### src/design/chip8_instruction_execute_core_assert.svh
// Assertion macros shared by the CHIP-8 execute core.
`ifndef CHIP8_INSTRUCTION_EXECUTE_CORE_ASSERT_SVH
`define CHIP8_INSTRUCTION_EXECUTE_CORE_ASSERT_SVH

// The consequent must hold in the same cycle as the antecedent.
`define CHIP8_ASSERT_IMP(lbl, ante, cons) \
  lbl: assert property (@(posedge clk_i) disable iff (!rst_ni) (ante) |-> (cons)) \
    else $error("chip8 core assertion failed");

// The consequent must hold in the cycle after the antecedent.
`define CHIP8_ASSERT_NXT(lbl, ante, cons) \
  lbl: assert property (@(posedge clk_i) disable iff (!rst_ni) (ante) |=> (cons)) \
    else $error("chip8 core assertion failed");

`endif

### src/design/chip8_pkg.sv
// Shared types and constants of the CHIP-8 execute core.
package chip8_pkg;

  localparam int MEM_BYTES     = 4096;
  localparam int STACK_DEPTH   = 16;
  localparam int SCREEN_WIDTH  = 64;
  localparam int SCREEN_HEIGHT = 32;
  localparam int QDEPTH        = 2;

  localparam int AW  = $clog2(MEM_BYTES);
  localparam int SPW = $clog2(STACK_DEPTH);
  localparam int XW  = $clog2(SCREEN_WIDTH);
  localparam int YW  = $clog2(SCREEN_HEIGHT);
  localparam int QPW = (QDEPTH > 1) ? $clog2(QDEPTH) : 1;
  localparam int QCW = $clog2(QDEPTH + 1);

  localparam logic [11:0] PC_RESET   = 12'h200;
  localparam logic [11:0] FONT_RESET = 12'd80;

  typedef enum logic [1:0] {
    KIND_EXEC = 2'd0,
    KIND_LOAD = 2'd1,
    KIND_TICK = 2'd2,
    KIND_NONE = 2'd3
  } kind_e;

  typedef struct packed {
    kind_e       kind;
    logic [15:0] instruction;
    logic [15:0] key_mask;
    logic [7:0]  random_byte;
    logic [11:0] load_address;
    logic [7:0]  load_data;
  } item_t;

  typedef struct packed {
    logic [QCW-1:0] count;
  } qstat_t;

  typedef struct packed {
    logic take;
    logic result_load;
  } estat_t;

endpackage

### src/design/chip8_front.sv
// Front end: classifies incoming words and queues them for the execute unit.
module chip8_front (
  input  logic                 clk_i,
  input  logic                 rst_ni,
  input  logic                 push_i,
  output logic                 full_o,
  input  logic [1:0]           opcode_i,
  input  logic [15:0]          instruction_i,
  input  logic [15:0]          key_mask_i,
  input  logic [7:0]           random_byte_i,
  input  logic [11:0]          load_address_i,
  input  logic [7:0]           load_data_i,
  output chip8_pkg::item_t     item_o,
  output logic                 valid_o,
  input  logic                 take_i,
  output chip8_pkg::qstat_t    stat_o
);

  chip8_pkg::item_t               slots_q [chip8_pkg::QDEPTH];
  logic [chip8_pkg::QPW-1:0]      wr_ptr_q, rd_ptr_q;
  logic [chip8_pkg::QCW-1:0]      cnt_q;
  chip8_pkg::item_t               item_in;
  logic                           do_push, do_pop;

  always_comb begin
    item_in.instruction  = instruction_i;
    item_in.key_mask     = key_mask_i;
    item_in.random_byte  = random_byte_i;
    item_in.load_address = load_address_i;
    item_in.load_data    = load_data_i;
    case (opcode_i)
      2'd0:    item_in.kind = chip8_pkg::KIND_EXEC;
      2'd1:    item_in.kind = chip8_pkg::KIND_LOAD;
      2'd2:    item_in.kind = chip8_pkg::KIND_TICK;
      default: item_in.kind = chip8_pkg::KIND_NONE;
    endcase
  end

  assign full_o  = (cnt_q == chip8_pkg::QCW'(chip8_pkg::QDEPTH));
  assign valid_o = (cnt_q != '0);
  assign do_push = push_i && !full_o;
  assign do_pop  = take_i && valid_o;
  assign item_o  = slots_q[rd_ptr_q];
  assign stat_o.count = cnt_q;

  always_ff @(posedge clk_i) begin
    if (do_push) begin
      slots_q[wr_ptr_q] <= item_in;
    end
  end

  always_ff @(posedge clk_i or negedge rst_ni) begin
    if (!rst_ni) begin
      wr_ptr_q <= '0;
      rd_ptr_q <= '0;
      cnt_q    <= '0;
    end else begin
      if (do_push) begin
        wr_ptr_q <= (wr_ptr_q == chip8_pkg::QPW'(chip8_pkg::QDEPTH - 1)) ? '0 : wr_ptr_q + 1'b1;
      end
      if (do_pop) begin
        rd_ptr_q <= (rd_ptr_q == chip8_pkg::QPW'(chip8_pkg::QDEPTH - 1)) ? '0 : rd_ptr_q + 1'b1;
      end
      case ({do_push, do_pop})
        2'b10:   cnt_q <= cnt_q + 1'b1;
        2'b01:   cnt_q <= cnt_q - 1'b1;
        default: cnt_q <= cnt_q;
      endcase
    end
  end

endmodule

### config.mk
export PLATFORM = sky130hd
export DESIGN_NAME = chip8_front
export DESIGN_NICKNAME = d
export VERILOG_FILES = /design/src/design/chip8_instruction_execute_core_assert.svh /design/src/design/chip8_pkg.sv /design/src/design/chip8_front.sv
export SDC_FILE = /design/constraint.sdc
export NUM_CORES = 1
export LEC_CHECK = 0
export ABC_AREA = 0
export BUFFER_PORTS_ARGS = -buffer_cell sky130_fd_sc_hd__buf_2
export CAP_MARGIN = 20
export CORE_ASPECT_RATIO = 1.75
export CORE_MARGIN = 4
export CORE_UTILIZATION = 47
export DETAILED_ROUTE_END_ITERATION = 16
export PLACE_DENSITY = 0.75
export SYNTH_ARGS = -nofsm -noshare
export SYNTH_HDL_FRONTEND = slang
export SYNTH_SLANG_ARGS = --single-unit
### constraint.sdc
create_clock -name clk_i -period 3.5 [get_ports clk_i]
set_input_delay 0 -clock clk_i [delete_from_list [all_inputs] [get_ports clk_i]]
set_output_delay 0 -clock clk_i [all_outputs]
set_load 0.005 [all_outputs]
Word-level counts from Yosys, hierarchy flattened:

Memories as Yosys holds them, arrays and structs flattened.
Cells that the tools add are included.

* bits in registers: 4
* RAM bits: 124
* input bits: 66
* output and inout port bits: 66
* word-level logic and storage cells: 25
* memories kept: 1

* add/subtract/negate cells: 4
* eq/ne operators: 5
* multiplexer cells: 6
* reduce and logical (&&, ||, !) cells: 6

Memory list
* slots_q: words 2, width 62, rd ports 1, clocked after memory_dff 0, write ports 1, RTL line chip8_front.sv:19 `chip8_pkg::item_t slots_q [chip8_pkg::QDEPTH];`

Operator list (count)
* $eq 2x2->1 const B: 3
* $pmux 2 s3: 1
* $eq 2x1->1 const B: 2
* $mux 1: 4
* $pmux 2 s2: 1
* $reduce_bool 2->1: 2
* $add 1x1->1 const B: 2
* $add 2x1->2 const B: 1
* $logic_and 1x1->1: 2
* $logic_not 2->1: 1
* $sub 2x1->2 const B: 1
* $logic_not 1->1: 1

Depth between registers and ports, before layout:

* word-level depth: 5
* mapped depth: 6
* depth with buffers taken out: 6

Worst setup path after synthesis:

No wires, ideal clock.

* path kind: register -> register
* start: register cnt_q, in the netlist stat_o[0]
* end: memory slots_q[0][0] (netlist bit) (enable)
* library setup time: 0.482 ns
* arrival: 3.262 ns
* setup slack: -0.244 ns
* cell stages (with the launch flop): 4
* path buffers: 0
* cell sequence: dfrtp_1 -> nand2b_1 -> nand2_1 -> nor2_1

* cells in the longest elaborated chain, start to end: 5

RTL lines
* start: declaration: RTL line chip8_front.sv:21 `logic [chip8_pkg::QCW-1:0] cnt_q;`
* start signal: assignment: RTL line chip8_front.sv:65 `2'b10: cnt_q <= cnt_q + 1'b1;`
* start signal: assignment: RTL line chip8_front.sv:66 `2'b01: cnt_q <= cnt_q - 1'b1;`
* start signal: assignment: RTL line chip8_front.sv:67 `default: cnt_q <= cnt_q;`
* $eq 2x2->1: RTL line chip8_front.sv:39 `assign full_o = (cnt_q == chip8_pkg::QCW'(chip8_pkg::QDEPTH));`
* $logic_not 1->1: RTL line chip8_front.sv:41 `assign do_push = push_i && !full_o;`
* $logic_and 1x1->1: RTL line chip8_front.sv:41
* $mux 1: RTL line chip8_front.sv:47 `if (do_push) begin`
* $mux 1 (not written as such): RTL line chip8_front.sv:48 `slots_q[wr_ptr_q] <= item_in;`
* end: declaration: RTL line chip8_front.sv:19

No other way between the ends.

==> impl_metrics.toml <==
[outcome]
status = "completed"

[cells_and_area]
drive_gt1_share_pct = 51.5
antenna_cells = 0
fin_nets = 490
post-route-util_pct = 67.7
area_growth_pct = 40.7

[die]
num_io_pins = 132
die_x_um = 85.4
die_h_um = 143
dieArea_um2 = 12300
start_util_pct = 48.1
row_count = 49
core_um2 = 10200

[timing]
setup_slack_ns = 1.60
rsz0062_at_grt = "no"
finalHoldViolations = 0
period_share_pct = 54.4
fmax_mhz = 525
setup_viol = 0
fin_skew_ns = 0.00897
fin_setup_tns_ns = 0
slew_violations = 0
worst_pin_slew_ns = 0.852
fin_crit_ns = 1.90
slew_headroom_pct = 43.2
holdWs_ns = 0.323

[job]
drv_cap = 0

[setup_path]
worstPathMaxFanout = 48
critical_path_class = "flop to output pin"
worst-r2r-cell-count = 4
r2r-end = "slots_q[0][2]$_DFFE_PP_"
critical_path_arrival_ns = 1.90
cp-startpoint = "rd_ptr_q$_DFFE_PN0P_"
end_kind = "output pin"
regToRegSetupSlack_ns = 1.63
start_kind = "flop"
timing.rr.start = "stat_o[0]$_DFFE_PN0P_"
endpoint = "item_o[43]"
crit_required_ns = 3.50

[global_routing]
grt.total_usage_pct = 16.2
grt_pass1_wl_mm = 14.7
grt-ovfl-total = 0
grt_max_degree = 64
antenna_found_initial = 0
grt_pass1_vias = 2966

[synthesis]
avgSynthCellArea_um2 = 23.1
synth_cell_types = 16
synthCells = 213
synth_edf_count = 124
postSynthNetCount = 280
synth-seq-cells = 128
synth_most_common_cell = "edfxtp_1"
ys_async_sr_fraction_pct = 3.13
synth.top_cell.area_share_pct = 75.6
synth_area_leaders = "edfxtp_1 (76%), mux2_4 (18%), dfrtp_1 (2.0%)"
syn-cell-area_um2 = 4930
synth_common_cells = "edfxtp_1 (124), mux2_4 (59), buf_6 (7)"
yosys.area.top_type = "edfxtp_1"
ys_seq_area_share_pct = 77.6
synthFlopType = "edfxtp_1"
yosysWarnings = 0

[routing]
antenna_left = 0
vias = 2673
drt_iter0_markers = 112
wl_met1_mm = 3.41
avgRoutedWirePerCell_um = 16.9
wl_met3_um = 459
routed_via_density = 4.76
top_layer = "met4"
drt_wl_total_mm = 9.50
first_pass_iters = 4
met2_length_mm = 5.44
drc = 0

[pwr]
power_density_nw_per_um2 = 796
p_leak_nw = 2.84
irDropWorstVdd_mv = 0.823

[clock_network]
htree_levels = 4
postCtsSetupRepairBufs = 0
tritoncts = "yes"
clockBufferDepth = 2
root_buffer = "clkbuf_16"
clk_pin_slew_ns = 0.05
clock_sinks = 128
clkLatencyLatePin_ns = 0.40
numCtsBuffers = 17

[hold_path]
hold_class = "primary input to flop"

[place]
hpwlAfterDp_mm = 5.73
dpl_worst_slack_ns = 1.62
gp_congestion = 0.712
port_buffers = 131
what timing repair did:
item / 4_1_cts / 5_1_grt
endpoints found under the hold margin: 130 / 0
resized for setup: 0 / 0
hold buffers: 66 / 0
per-stage QoR:
stage	instances	total power, mW	cell area (µm²)
floorplan	213	3.31	4930
global placement	464	3.79	5680
detailed placement	464	3.83	5680
CTS	561	5.58	6910
global route	562	5.78	6930
finish	562	5.52	6930
final cells by class:
type / count / area (µm²)
inverters: 1 / 3.75
clock inverters: 8 / 114
multi-input cells: 75 / 1020
well taps: 127 / 159
repair buffers: 200 / 1360
fillers: 672 / 3300
clock buffers: 23 / 448
flip-flops and latches: 128 / 3830
where the power goes:
part | switching (mW) | internal, mW
clock network | 0.562 | 1.11
registers | 0.154 | 2.11
logic | 0.681 | 0.903
worst min-delay path by stage:
stage | startpoint | end | slack [ns] | depth (start not counted)
6_report | key_mask_i[4] | slots_q[0][32]$_DFFE_PP_ | 0.32 | 2
5_1_grt | opcode_i[0] | slots_q[1][60]$_DFFE_PP_ | 0.32 | 2
4_1_cts | instruction_i[10] | slots_q[1][54]$_DFFE_PP_ | 0.30 | 2
3_5_place_dp | rst_ni | wr_ptr_q$_DFFE_PN0P_ | -0.19 | 1
3_3_place_gp | rst_ni | wr_ptr_q$_DFFE_PN0P_ | -0.19 | 1
2_1_floorplan | rst_ni | rd_ptr_q$_DFFE_PN0P_ | -0.30 | 0
sequential cells by signal, indices dropped and copies added (netlist names):
register and cells:
slots_q 124, rd_ptr_q 1, wr_ptr_q 1, stat_o 2
worst max-delay path, stage by stage, from the launching register on:
cell	delay, ns
dfrtp_4	0.63
buf_16	0.35
mux2_2	0.38
buf_2	0.13
metal layers:
layer / up-vias / GRT usage (%)
met5: - / 0
met3: 16 / 4.88
met4: 0 / 7.09
li1: 1254 / -
met1: 1306 / 16.4
met2: 97 / 30.2
cells by family (layout without fill, tap and decap cells):
kind of cell	count (synthesis)	count (layout)	synth area share, %
buffers and inverters	10	232	1.83
muxes	62	62	18.7
DFF	128	128	77.6
xor gates and xnor gates	5	5	0.889
and+or+nand+nor	7	7	0.787
adders and majority gates	1	1	0.254
cell usage in the layout, fill, tap and decap left out:
| cell | Yosys | final |
|---|---|---|
| buf_2 | 0 | 131 |
| edfxtp_1 | 124 | 124 |
| dlygate4sd3_1 | 0 | 66 |
| mux2_4 | 59 | 59 |
| clkbuf_16 | 0 | 17 |
| clkbuf_1 | 2 | 6 |
| clkinv_2 | 0 | 4 |
| mux2_2 | 3 | 3 |
| xnor2_1 | 3 | 3 |
| bufinv_16 | 0 | 3 |
| dfrtp_1 | 4 | 3 |
| xor2_1 | 2 | 2 |
| buf_4 | 0 | 2 |
| or2_1 | 1 | 1 |
| and2_4 | 1 | 1 |
| nand2b_1 | 1 | 1 |
| inv_1 | 1 | 1 |
| nand2_1 | 1 | 1 |
| and3_2 | 0 | 1 |
| nor2_4 | 0 | 1 |
| nor2_1 | 2 | 1 |
| ha_1 | 1 | 1 |
| clkinv_1 | 0 | 1 |
| buf_16 | 0 | 1 |
| dfrtp_4 | 0 | 1 |
Note: power is estimated with default switching activity, not from simulation.
